### config.mk
export PLATFORM = sky130hd
export DESIGN_NAME = xorshift128_plus_generator_top_flat
export DESIGN_NICKNAME = d
export VERILOG_FILES = /design/src/rtl/xsp_pkg.sv /design/src/rtl/xsp_ifs.sv /design/src/rtl/xsp_mod.sv /design/src/rtl/xsp_dp.sv /design/src/rtl/xsp_ctrl.sv /design/src/rtl/xorshift128_plus_generator_top.sv /design/src/flat_wrapper.sv
export SDC_FILE = /design/constraint.sdc
export NUM_CORES = 2
export LEC_CHECK = 0
export BUFFER_PORTS_ARGS = -buffer_cell sky130_fd_sc_hd__buf_4
export CORE_MARGIN = 2
export CORE_UTILIZATION = 50
export CTS_BUF_LIST = sky130_fd_sc_hd__clkbuf_8 sky130_fd_sc_hd__clkbuf_16
export DETAILED_ROUTE_END_ITERATION = 8
export PLACE_DENSITY = 0.69
export SLEW_MARGIN = 20
export SYNTH_ARGS = -nofsm -noshare
export SYNTH_HDL_FRONTEND = slang
export SYNTH_HIERARCHICAL = 1
export SYNTH_SLANG_ARGS = --single-unit
### constraint.sdc
create_clock -name i_clk -period 10.5 [get_ports i_clk]
set_input_delay 1.575 -clock i_clk [delete_from_list [all_inputs] [get_ports i_clk]]
set_output_delay 1.575 -clock i_clk [all_outputs]
set_load 0.02 [all_outputs]
### src/rtl/xsp_pkg.sv
// Shared widths, constants, codes and controller/datapath types of the xorshift128+ generator.
package xsp_pkg;

    localparam int FUNC_W    = 2;
    localparam int BOUND_W   = 32;
    localparam int WORD_W    = 64;
    localparam int HALF_W    = WORD_W / 2;
    localparam int FRAC_W    = 53;
    localparam int SFRAC_W   = 54;
    localparam int CFG_IDX_W = 2;

    localparam logic [FUNC_W-1:0] FUNC_SEED = 2'd0;
    localparam logic [FUNC_W-1:0] FUNC_RAW  = 2'd1;
    localparam logic [FUNC_W-1:0] FUNC_BND  = 2'd2;

    localparam logic [CFG_IDX_W-1:0] CFG_SEED_FIRST  = 2'd0;
    localparam logic [CFG_IDX_W-1:0] CFG_SEED_SECOND = 2'd1;
    localparam logic [CFG_IDX_W-1:0] CFG_SEED_MODE   = 2'd2;

    localparam logic [WORD_W-1:0] LCG_MUL    = 64'd6364136223846793005;
    localparam logic [WORD_W-1:0] LCG_ADD    = 64'd1442695040888963407;
    localparam logic [WORD_W-1:0] GUARD_LOW  = 64'h9E3779B97F4A7C15;
    localparam logic [WORD_W-1:0] GUARD_HIGH = 64'hBF58476D1CE4E5B9;

    localparam int SHIFT_A    = 23;
    localparam int SHIFT_B    = 18;
    localparam int SHIFT_C    = 5;
    localparam int FRAC_SHIFT = WORD_W - FRAC_W;

    typedef enum logic [3:0] {
        ST_IDLE,
        ST_SEED_M0,
        ST_SEED_M1,
        ST_SEED_M2,
        ST_SEED_FIN,
        ST_BND,
        ST_THR_WAIT,
        ST_DRAW,
        ST_CHECK,
        ST_MOD_WAIT,
        ST_EMIT
    } t_state;

    typedef enum logic [3:0] {
        OP_NONE,
        OP_SEED_PAIR,
        OP_MUL0,
        OP_MUL1,
        OP_MUL2,
        OP_SEED_LCG,
        OP_ADVANCE,
        OP_THR_START,
        OP_THR_LOAD,
        OP_MOD_START,
        OP_OUT_LOAD
    } t_op;

    typedef enum logic [1:0] {
        RES_RAW,
        RES_BND,
        RES_ZERO
    } t_res_kind;

    typedef struct packed {
        logic      capture;
        t_op       op;
        t_res_kind kind;
    } t_cmd;

    typedef struct packed {
        logic seed_mode;
        logic bound_small;
        logic top_low;
        logic mod_busy;
        logic mod_done;
    } t_status;

endpackage

### src/rtl/xsp_ifs.sv
// Valid/ready channel interfaces: input items, result items and configuration writes.
interface xsp_in_if import xsp_pkg::*; ();
    logic               valid;
    logic               ready;
    logic [FUNC_W-1:0]  func;
    logic [BOUND_W-1:0] bound;

    modport source (output valid, output func, output bound, input ready);
    modport sink   (input valid, input func, input bound, output ready);
endinterface

interface xsp_out_if import xsp_pkg::*; ();
    logic                      valid;
    logic                      ready;
    logic [WORD_W-1:0]         value;
    logic [FRAC_W-1:0]         unit_fraction;
    logic signed [SFRAC_W-1:0] signed_fraction;

    modport source (output valid, output value, output unit_fraction, output signed_fraction,
                    input ready);
    modport sink   (input valid, input value, input unit_fraction, input signed_fraction,
                    output ready);
endinterface

interface xsp_cfg_if import xsp_pkg::*; ();
    logic                 valid;
    logic                 ready;
    logic [CFG_IDX_W-1:0] index;
    logic [WORD_W-1:0]    data;

    modport source (output valid, output index, output data, input ready);
    modport sink   (input valid, input index, input data, output ready);
endinterface

### src/rtl/xsp_mod.sv
// Bit-serial restoring remainder unit, one dividend bit per cycle.
module xsp_mod import xsp_pkg::*; (
    input  logic               i_clk,
    input  logic               i_rst_n,
    input  logic               i_start,
    input  logic [BOUND_W-1:0] i_dividend,
    input  logic [BOUND_W-1:0] i_divisor,
    output logic               o_busy,
    output logic               o_done,
    output logic [BOUND_W-1:0] o_rem
);

    localparam int CNT_W = $clog2(BOUND_W);

    logic               r_busy;
    logic               r_done;
    logic [CNT_W-1:0]   r_cnt;
    logic [BOUND_W-1:0] r_dvd;
    logic [BOUND_W-1:0] r_dsr;
    logic [BOUND_W-1:0] r_rem;
    logic [BOUND_W-1:0] n_rem;
    logic [BOUND_W:0]   w_trial;
    logic [BOUND_W:0]   w_diff;

    // remainder stays below the divisor, so the trial fits in one extra bit
    assign w_trial = {r_rem, r_dvd[BOUND_W-1]};
    assign w_diff  = w_trial - {1'b0, r_dsr};

    always_comb begin
        if (w_trial >= {1'b0, r_dsr}) begin
            n_rem = w_diff[BOUND_W-1:0];
        end else begin
            n_rem = w_trial[BOUND_W-1:0];
        end
    end

    always_ff @(posedge i_clk) begin
        if (!i_rst_n) begin
            r_busy <= 1'b0;
            r_done <= 1'b0;
        end else begin
            r_done <= 1'b0;
            if (i_start) begin
                r_busy <= 1'b1;
            end else if (r_busy && r_cnt == '0) begin
                r_busy <= 1'b0;
                r_done <= 1'b1;
            end
        end
    end

    always_ff @(posedge i_clk) begin
        if (i_start) begin
            r_cnt <= CNT_W'(BOUND_W - 1);
            r_dvd <= i_dividend;
            r_dsr <= i_divisor;
            r_rem <= '0;
        end else if (r_busy) begin
            r_cnt <= r_cnt - 1'b1;
            r_dvd <= r_dvd << 1;
            r_rem <= n_rem;
        end
    end

    assign o_busy = r_busy;
    assign o_done = r_done;
    assign o_rem  = r_rem;

    a_last_step_done: assert property (@(posedge i_clk) disable iff (!i_rst_n)
        r_busy && !i_start && r_cnt == '0 |=> r_done && !r_busy)
        else $error("remainder unit did not finish after its last step");

    a_rem_below_divisor: assert property (@(posedge i_clk) disable iff (!i_rst_n)
        r_done |-> r_rem < r_dsr)
        else $error("remainder not below divisor");

    a_start_busy: assert property (@(posedge i_clk) disable iff (!i_rst_n)
        i_start |=> r_busy && !r_done)
        else $error("remainder unit not busy after start");

endmodule

### src/rtl/xsp_dp.sv
// Datapath: seed registers, generator state, LCG multiplier, remainder unit and result registers.
module xsp_dp import xsp_pkg::*; (
    input  logic                      i_clk,
    input  logic                      i_rst_n,
    xsp_cfg_if.sink                   i_cfg,
    input  logic [BOUND_W-1:0]        i_bound,
    input  t_cmd                      i_cmd,
    output t_status                   o_status,
    output logic [WORD_W-1:0]         o_value,
    output logic [FRAC_W-1:0]         o_unit_fraction,
    output logic signed [SFRAC_W-1:0] o_signed_fraction
);

    typedef struct packed {
        logic [WORD_W-1:0] lo;
        logic [WORD_W-1:0] hi;
        logic [WORD_W-1:0] raw;
    } t_adv;

    function automatic t_adv advance(input logic [WORD_W-1:0] lo, input logic [WORD_W-1:0] hi);
        logic [WORD_W-1:0] a;
        t_adv              res;
        a       = lo ^ (lo << SHIFT_A);
        res.lo  = hi;
        res.hi  = a ^ hi ^ (a >> SHIFT_B) ^ (hi >> SHIFT_C);
        res.raw = res.hi + hi;
        return res;
    endfunction

    logic [WORD_W-1:0]         r_seed_first;
    logic [WORD_W-1:0]         r_seed_second;
    logic                      r_seed_mode;
    logic [WORD_W-1:0]         r_word_low;
    logic [WORD_W-1:0]         r_word_high;
    logic [BOUND_W-1:0]        r_bound;
    logic [BOUND_W-1:0]        r_thr;
    logic [WORD_W-1:0]         r_raw;
    logic [WORD_W-1:0]         r_prod;
    logic [WORD_W-1:0]         r_acc;
    logic [WORD_W-1:0]         r_value;
    logic [FRAC_W-1:0]         r_unit;
    logic signed [SFRAC_W-1:0] r_sfrac;

    t_adv               w_adv;
    logic [HALF_W-1:0]  w_mul_a;
    logic [HALF_W-1:0]  w_mul_b;
    logic [WORD_W-1:0]  w_prod_hi;
    logic               w_mod_start;
    logic [BOUND_W-1:0] w_mod_dividend;
    logic               w_mod_busy;
    logic               w_mod_done;
    logic [BOUND_W-1:0] w_mod_rem;
    logic [FRAC_W-1:0]  w_unit;

    assign i_cfg.ready = 1'b1;

    always_ff @(posedge i_clk) begin
        if (!i_rst_n) begin
            r_seed_first  <= '0;
            r_seed_second <= '0;
            r_seed_mode   <= 1'b0;
        end else if (i_cfg.valid) begin
            case (i_cfg.index)
                CFG_SEED_FIRST:  r_seed_first  <= i_cfg.data;
                CFG_SEED_SECOND: r_seed_second <= i_cfg.data;
                CFG_SEED_MODE:   r_seed_mode   <= i_cfg.data[0];
                default: ;
            endcase
        end
    end

    assign w_adv = advance(r_word_low, r_word_high);

    // low 64 bits of seed * LCG_MUL from three 32x32 partial products
    always_comb begin
        w_mul_a = r_seed_first[HALF_W-1:0];
        w_mul_b = LCG_MUL[HALF_W-1:0];
        if (i_cmd.op == OP_MUL1) begin
            w_mul_a = r_seed_first[WORD_W-1:HALF_W];
        end else if (i_cmd.op == OP_MUL2) begin
            w_mul_b = LCG_MUL[WORD_W-1:HALF_W];
        end
    end

    assign w_prod_hi = {r_prod[HALF_W-1:0], {HALF_W{1'b0}}};

    always_ff @(posedge i_clk) begin
        if (i_cmd.op == OP_MUL0 || i_cmd.op == OP_MUL1 || i_cmd.op == OP_MUL2) begin
            r_prod <= {{HALF_W{1'b0}}, w_mul_a} * {{HALF_W{1'b0}}, w_mul_b};
        end
        if (i_cmd.op == OP_MUL1) begin
            r_acc <= r_prod + LCG_ADD;
        end else if (i_cmd.op == OP_MUL2) begin
            r_acc <= r_acc + w_prod_hi;
        end
    end

    always_ff @(posedge i_clk) begin
        if (!i_rst_n) begin
            r_word_low  <= '0;
            r_word_high <= LCG_ADD;
        end else begin
            unique case (i_cmd.op)
                OP_SEED_PAIR: begin
                    if (r_seed_first == '0 && r_seed_second == '0) begin
                        r_word_low  <= GUARD_LOW;
                        r_word_high <= GUARD_HIGH;
                    end else begin
                        r_word_low  <= r_seed_first;
                        r_word_high <= r_seed_second;
                    end
                end
                OP_SEED_LCG: begin
                    r_word_low  <= r_seed_first;
                    r_word_high <= r_acc + w_prod_hi;
                end
                OP_ADVANCE: begin
                    r_word_low  <= w_adv.lo;
                    r_word_high <= w_adv.hi;
                end
                default: ;
            endcase
        end
    end

    always_ff @(posedge i_clk) begin
        if (i_cmd.capture) begin
            r_bound <= i_bound;
        end
        if (i_cmd.op == OP_ADVANCE) begin
            r_raw <= w_adv.raw;
        end
        if (i_cmd.op == OP_THR_LOAD) begin
            r_thr <= w_mod_rem;
        end
    end

    // threshold is (2^32 - bound) mod bound, final value is top mod bound
    assign w_mod_start    = (i_cmd.op == OP_THR_START) || (i_cmd.op == OP_MOD_START);
    assign w_mod_dividend = (i_cmd.op == OP_THR_START) ? (BOUND_W'(0) - r_bound)
                                                       : r_raw[WORD_W-1:HALF_W];

    xsp_mod u_mod (
        .i_clk      (i_clk),
        .i_rst_n    (i_rst_n),
        .i_start    (w_mod_start),
        .i_dividend (w_mod_dividend),
        .i_divisor  (r_bound),
        .o_busy     (w_mod_busy),
        .o_done     (w_mod_done),
        .o_rem      (w_mod_rem)
    );

    assign w_unit = r_raw[WORD_W-1:FRAC_SHIFT];

    always_ff @(posedge i_clk) begin
        if (i_cmd.op == OP_OUT_LOAD) begin
            unique case (i_cmd.kind)
                RES_RAW: begin
                    r_value <= r_raw;
                    r_unit  <= w_unit;
                    r_sfrac <= {~w_unit[FRAC_W-1], w_unit[FRAC_W-2:0], 1'b0};
                end
                RES_BND: begin
                    r_value <= {{(WORD_W-BOUND_W){1'b0}}, w_mod_rem};
                    r_unit  <= w_unit;
                    r_sfrac <= {~w_unit[FRAC_W-1], w_unit[FRAC_W-2:0], 1'b0};
                end
                default: begin
                    r_value <= '0;
                    r_unit  <= '0;
                    r_sfrac <= '0;
                end
            endcase
        end
    end

    assign o_status.seed_mode   = r_seed_mode;
    assign o_status.bound_small = (r_bound[BOUND_W-1:1] == '0);
    assign o_status.top_low     = (r_raw[WORD_W-1:HALF_W] < r_thr);
    assign o_status.mod_busy    = w_mod_busy;
    assign o_status.mod_done    = w_mod_done;

    assign o_value           = r_value;
    assign o_unit_fraction   = r_unit;
    assign o_signed_fraction = r_sfrac;

endmodule

### src/rtl/xsp_ctrl.sv
// Controller state machine: sequences reseeds, draws, rejection retries and result hand-off.
module xsp_ctrl import xsp_pkg::*; (
    input  logic              i_clk,
    input  logic              i_rst_n,
    input  logic              i_in_valid,
    input  logic [FUNC_W-1:0] i_func,
    output logic              o_in_ready,
    input  logic              i_out_ready,
    output logic              o_out_valid,
    input  t_status           i_status,
    output t_cmd              o_cmd
);

    t_state    r_state;
    t_state    n_state;
    t_res_kind r_kind;
    t_res_kind n_kind;
    logic      r_out_valid;
    logic      n_out_valid;
    logic      w_accept;
    logic      w_out_free;

    assign o_in_ready = (r_state == ST_IDLE);
    assign w_accept   = i_in_valid && o_in_ready;
    assign w_out_free = !r_out_valid || i_out_ready;

    always_ff @(posedge i_clk) begin
        if (!i_rst_n) begin
            r_state     <= ST_IDLE;
            r_kind      <= RES_RAW;
            r_out_valid <= 1'b0;
        end else begin
            r_state     <= n_state;
            r_kind      <= n_kind;
            r_out_valid <= n_out_valid;
        end
    end

    always_comb begin
        n_state       = r_state;
        n_kind        = r_kind;
        o_cmd.capture = w_accept;
        o_cmd.op      = OP_NONE;
        o_cmd.kind    = r_kind;
        n_out_valid   = r_out_valid && !i_out_ready;

        unique case (r_state)
            ST_IDLE: begin
                if (i_in_valid) begin
                    case (i_func)
                        FUNC_SEED: begin
                            if (i_status.seed_mode) begin
                                o_cmd.op = OP_SEED_PAIR;
                            end else begin
                                n_state = ST_SEED_M0;
                            end
                        end
                        FUNC_RAW: begin
                            o_cmd.op = OP_ADVANCE;
                            n_kind   = RES_RAW;
                            n_state  = ST_EMIT;
                        end
                        FUNC_BND: n_state = ST_BND;
                        default: ;
                    endcase
                end
            end
            ST_SEED_M0: begin
                o_cmd.op = OP_MUL0;
                n_state  = ST_SEED_M1;
            end
            ST_SEED_M1: begin
                o_cmd.op = OP_MUL1;
                n_state  = ST_SEED_M2;
            end
            ST_SEED_M2: begin
                o_cmd.op = OP_MUL2;
                n_state  = ST_SEED_FIN;
            end
            ST_SEED_FIN: begin
                o_cmd.op = OP_SEED_LCG;
                n_state  = ST_IDLE;
            end
            ST_BND: begin
                if (i_status.bound_small) begin
                    n_kind  = RES_ZERO;
                    n_state = ST_EMIT;
                end else begin
                    o_cmd.op = OP_THR_START;
                    n_state  = ST_THR_WAIT;
                end
            end
            ST_THR_WAIT: begin
                if (i_status.mod_done) begin
                    o_cmd.op = OP_THR_LOAD;
                    n_state  = ST_DRAW;
                end
            end
            ST_DRAW: begin
                o_cmd.op = OP_ADVANCE;
                n_state  = ST_CHECK;
            end
            ST_CHECK: begin
                // rejected draw: redraw in place
                if (i_status.top_low) begin
                    o_cmd.op = OP_ADVANCE;
                end else begin
                    o_cmd.op = OP_MOD_START;
                    n_state  = ST_MOD_WAIT;
                end
            end
            ST_MOD_WAIT: begin
                if (i_status.mod_done) begin
                    n_kind  = RES_BND;
                    n_state = ST_EMIT;
                end
            end
            ST_EMIT: begin
                if (w_out_free) begin
                    o_cmd.op    = OP_OUT_LOAD;
                    n_out_valid = 1'b1;
                    n_state     = ST_IDLE;
                end
            end
            default: n_state = ST_IDLE;
        endcase
    end

    assign o_out_valid = r_out_valid;

    a_mod_start_idle: assert property (@(posedge i_clk) disable iff (!i_rst_n)
        o_cmd.op == OP_THR_START || o_cmd.op == OP_MOD_START |-> !i_status.mod_busy)
        else $error("remainder unit started while busy");

    a_emit_hands_off: assert property (@(posedge i_clk) disable iff (!i_rst_n)
        r_state == ST_EMIT && w_out_free |=> r_out_valid && r_state == ST_IDLE)
        else $error("result not handed to output register");

    a_done_when_waiting: assert property (@(posedge i_clk) disable iff (!i_rst_n)
        i_status.mod_done |-> r_state == ST_THR_WAIT || r_state == ST_MOD_WAIT)
        else $error("remainder done outside a wait state");

endmodule

### src/rtl/xorshift128_plus_generator_top.sv
// Top level of the xorshift128+ generator: controller, datapath and channel hookup.
//
// Channels: i_in takes items (func, bound), o_out gives results (value, unit_fraction,
// signed_fraction), i_cfg writes the seed registers (index 0 seed_first, 1 seed_second,
// 2 seed_mode) and is always ready. Write configuration only while the block is idle.
// One item is worked on at a time; i_in.ready is high only when the controller is idle.
// Reseed: no result; pair mode loads the state directly, LCG mode forms it from three 32x32
// partial products through one shared multiplier, then the final add.
// Raw draw: the state advances in the accept cycle, then the emit state loads the result into
// the output register; the next item is taken only once the controller is back in idle.
// Bounded draw: the work is two 32-step passes of the bit-serial remainder unit (threshold,
// then top mod bound), and every rejected draw is redrawn. Bound 0 or 1 answers zero without
// advancing the state.
// Results sit in an output register: the next item is accepted while one waits. If the
// receiver stalls, a finished result waits in the controller until the register frees.
// Reset (synchronous, active low) clears the seed registers and loads the state as if
// seeded from zero in LCG mode; no result is pending afterwards.
module xorshift128_plus_generator_top import xsp_pkg::*; (
    input  logic       i_clk,
    input  logic       i_rst_n,
    xsp_in_if.sink     i_in,
    xsp_out_if.source  o_out,
    xsp_cfg_if.sink    i_cfg
);

    t_cmd    w_cmd;
    t_status w_status;

    xsp_ctrl u_ctrl (
        .i_clk       (i_clk),
        .i_rst_n     (i_rst_n),
        .i_in_valid  (i_in.valid),
        .i_func      (i_in.func),
        .o_in_ready  (i_in.ready),
        .i_out_ready (o_out.ready),
        .o_out_valid (o_out.valid),
        .i_status    (w_status),
        .o_cmd       (w_cmd)
    );

    xsp_dp u_dp (
        .i_clk             (i_clk),
        .i_rst_n           (i_rst_n),
        .i_cfg             (i_cfg),
        .i_bound           (i_in.bound),
        .i_cmd             (w_cmd),
        .o_status          (w_status),
        .o_value           (o_out.value),
        .o_unit_fraction   (o_out.unit_fraction),
        .o_signed_fraction (o_out.signed_fraction)
    );

endmodule
### src/flat_wrapper.sv
// flat-port wrapper written by rule: the top's interface ports become plain ports
module xorshift128_plus_generator_top_flat import xsp_pkg::*;
  (i_clk, i_rst_n, i_in_valid, i_in_func, i_in_bound, i_in_ready, o_out_valid, o_out_value, o_out_unit_fraction, o_out_signed_fraction, o_out_ready, i_cfg_valid, i_cfg_index, i_cfg_data, i_cfg_ready);
  xsp_in_if i_in_i ();
  xsp_out_if o_out_i ();
  xsp_cfg_if i_cfg_i ();
  input  logic i_clk;
  input  logic i_rst_n;
  input wire logic [$bits(i_in_i.valid)-1:0] i_in_valid;
  input wire logic [$bits(i_in_i.func)-1:0] i_in_func;
  input wire logic [$bits(i_in_i.bound)-1:0] i_in_bound;
  output wire logic [$bits(i_in_i.ready)-1:0] i_in_ready;
  output wire logic [$bits(o_out_i.valid)-1:0] o_out_valid;
  output wire logic [$bits(o_out_i.value)-1:0] o_out_value;
  output wire logic [$bits(o_out_i.unit_fraction)-1:0] o_out_unit_fraction;
  output wire logic [$bits(o_out_i.signed_fraction)-1:0] o_out_signed_fraction;
  input wire logic [$bits(o_out_i.ready)-1:0] o_out_ready;
  input wire logic [$bits(i_cfg_i.valid)-1:0] i_cfg_valid;
  input wire logic [$bits(i_cfg_i.index)-1:0] i_cfg_index;
  input wire logic [$bits(i_cfg_i.data)-1:0] i_cfg_data;
  output wire logic [$bits(i_cfg_i.ready)-1:0] i_cfg_ready;
  assign i_in_i.valid = i_in_valid;
  assign i_in_i.func = i_in_func;
  assign i_in_i.bound = i_in_bound;
  assign i_in_ready = i_in_i.ready;
  assign o_out_valid = o_out_i.valid;
  assign o_out_value = o_out_i.value;
  assign o_out_unit_fraction = o_out_i.unit_fraction;
  assign o_out_signed_fraction = o_out_i.signed_fraction;
  assign o_out_i.ready = o_out_ready;
  assign i_cfg_i.valid = i_cfg_valid;
  assign i_cfg_i.index = i_cfg_index;
  assign i_cfg_i.data = i_cfg_data;
  assign i_cfg_ready = i_cfg_i.ready;
  xorshift128_plus_generator_top u_core (.i_clk(i_clk), .i_rst_n(i_rst_n), .i_in(i_in_i), .o_out(o_out_i), .i_cfg(i_cfg_i));
endmodule
==> qor.txt <==
Status: finished with violations
Failing checks: negative setup slack
Clock slew at reported path FFs: 70 ps
Pwr/cell area: 379 mW/mm2
Vert. Die Dim: 362 um
Tightest Pin Transition: 1070 ps
IO Port Bufs: 276
Setup Crit Path Kind: register to register
Slowest stage delay, CP: 590 ps
Fin crit period: 10520 ps
Yosys warning count: 6
WL/cell: 24.7 um
Startpoint Class: register
Peak supply drop: 0.000423 V
DR vias/cell: 5.75
Final hold violation count: 0
Final HPWL DP: 181000 um
Power, Total: 28.6 mW
CTS tree: built
First-pass GRT wire length: 330000 um
CTS HTree Levels: 3
Avg Inst Size Synth: 9.62 um2
Clock Path Buffers: 3
Worst Setup End Kind: register
Nets: 8557
Initial antenna violation count: 5
RePlAce Congestion: 1.01
Area after DPL: 0.0710 mm2
Area grow syn2layout: 18.2%
Iteration-0 DRC Markers: 4839
Via count of the first global-routing pass: 52.1k
Most numerous cell on the critical path: fa_1
Worst R2R Path Depth: 48
Hold EP: u_core/u_ctrl/r_kind[0]
Crit Path Max Fanout: 6
Vias: 51.9k
Crit path buf inv count: 14
Total Wirelength: 223000 um
Arrival time of the worst setup path: 10910 ps
Number of instances in the placed design: 8824
Clock Tree Root: clkbuf_16
R2R setup slack: -20 ps
Die area: 0.131 mm2
DR DRC count: 0
Max cap viols: 0
# hold bufs at CTS: 0
Leakage: 34.7 nW
Skew-Pair Late Insertion Delay: 650 ps
Starting Density: 50.3%
CTS Buf Count: 76
Clock Skew: 29.8 ps
Die W: 362 um
Final ANT Viol Nets: 0
Boundary Pins: 279
Setup WS post-layout: -24.8 ps
Layout cells sized above 1: 18.7%
Hold WC Path Type: register to register
Core footprint: 0.127 mm2
FP Rows: 131
# clock sinks: 741
Non-Filler Instances: 9028
Worst rel slew slack: 27.9%
GR Overflow Total: 0
Post-Syn Instances: 6649
Reg-to-Reg Start: u_core/u_dp/r_raw[49]
Period utilization: 100%
HP Start: u_core/u_ctrl/r_kind[0]
Total track usage: 33.7%
Post-Place Worst Slack: -775 ps
Origin of the worst setup path: u_core/u_dp/r_raw[49]
WHS Path Cells: 2
CP max-delay cell: fa_2
Cell area after synthesis: 0.0639 mm2
Final instance area: 0.0756 mm2
Setup Viol. Count Final: 2
FF-to-FF End: u_core/u_dp/r_prod[48]
Top cell family by delay on the critical path: adder cells
RSZ-0062 raised after global routing: true
Fmax: 0.0950 GHz
Final slew viol count: 0
Initial DRT Pass Iterations: 9
CP Data Required Time: 10880 ps
Largest net degree at the start of global routing: 96
## through the flow
stage	TNS (ps)	hold WS (ps)	util [%]
CTS	-1.17	477	58.5
finish	-36.1	473	59.4
detailed placement	-13170	464	55.8
global route	-4890	499	59.4
global placement	-8510	457	55.8
floorplan	0	434	-
## worst max-delay path by stage
| stage | endpoint | slack [ps] | cells past startpoint |
|---|---|---|---|
| after floorplan | u_core/u_dp/r_prod[48] | 20 | 43 |
| after global placement | u_core/u_dp/r_prod[48] | -580 | 43 |
| after detailed placement | u_core/u_dp/r_prod[63] | -780 | 44 |
| after CTS | u_core/u_dp/r_prod[60] | -1 | 56 |
| after global routing | u_core/u_dp/r_prod[60] | -400 | 56 |
| final | u_core/u_dp/r_prod[48] | -20 | 48 |
## worst min-delay path: stages, from the launching register on
cell and delay, ps:
dfxtp_2 320, nand2_1 60, mux2i_1 60
## cells in the final DEF, fill, tap and decap left out, drive strengths merged, types with 58 or more instances in the layout
master	count
nor2	378
nand2	744
inv	920
a31oi	77
a221oi	58
mux2i	77
clkbuf	90
buf	884
dfxtp	303
a21o	120
xor2	146
nand3	67
edfxtp	438
xnor2	329
o21ai	309
nor3	59
a21oi	285
ha	608
fa	538
a21boi	138
nor2b	92
## state kept, by name, summed over array words and instances (netlist names), 2 cells and up
| register | cells |
|---|---|
| u_core/u_dp/u_mod/r_dsr | 32 |
| u_core/u_dp/u_mod/r_dvd | 32 |
| u_core/u_dp/u_mod/o_rem | 32 |
| u_core/u_ctrl/r_state | 4 |
| u_core/u_dp/o_value | 64 |
| u_core/u_dp/r_acc | 64 |
| u_core/u_dp/r_seed_second | 64 |
| u_core/u_dp/r_thr | 32 |
| u_core/u_ctrl/r_kind | 2 |
| u_core/u_dp/u_mod/r_cnt | 5 |
| u_core/u_dp/o_unit_fraction | 53 |
| u_core/u_dp/r_prod | 64 |
| u_core/u_dp/r_word_high | 64 |
| u_core/u_dp/r_bound | 32 |
| u_core/u_dp/r_seed_first | 64 |
| u_core/u_dp/r_word_low | 64 |
| u_core/u_dp/r_raw | 64 |
## where the power goes
part | switching [mW] | internal [mW]
logic | 11.6 | 8.54
registers | 1.02 | 4.69
clock network | 1.21 | 1.57
## final cells by class
class / instances / area [um2]
Fill cell: 11000 / 51600
Multi-Input combinational cell: 4689 / 41200
Timing Repair Buffer: 885 / 7020
Tap cell: 1662 / 2080
Sequential cell: 741 / 19200
Clock inverter: 47 / 398
Clock buffer: 89 / 2130
Antenna cell: 2 / 5.00
Inverter: 913 / 3480
## repair_timing
action                                  CTS  global route
endpoints found under the setup margin   36            34
resized for setup                       169           233
setup buffers                            29            44
gates cloned                              1             1
pin swaps                                59           103
## per-layer routing
metal	global-route usage, %	share of wire (%)	wire (um)	up-vias
met2	56.3	47	105000	2248
met3	5.09	7.3	16200	557
met4	17.6	6.2	13900	8
met1	42.3	39	87900	25300
li1	-	-	-	23700
met5	0	0.023	51	-
No activity file was read; power rests on OpenSTA's default activity.
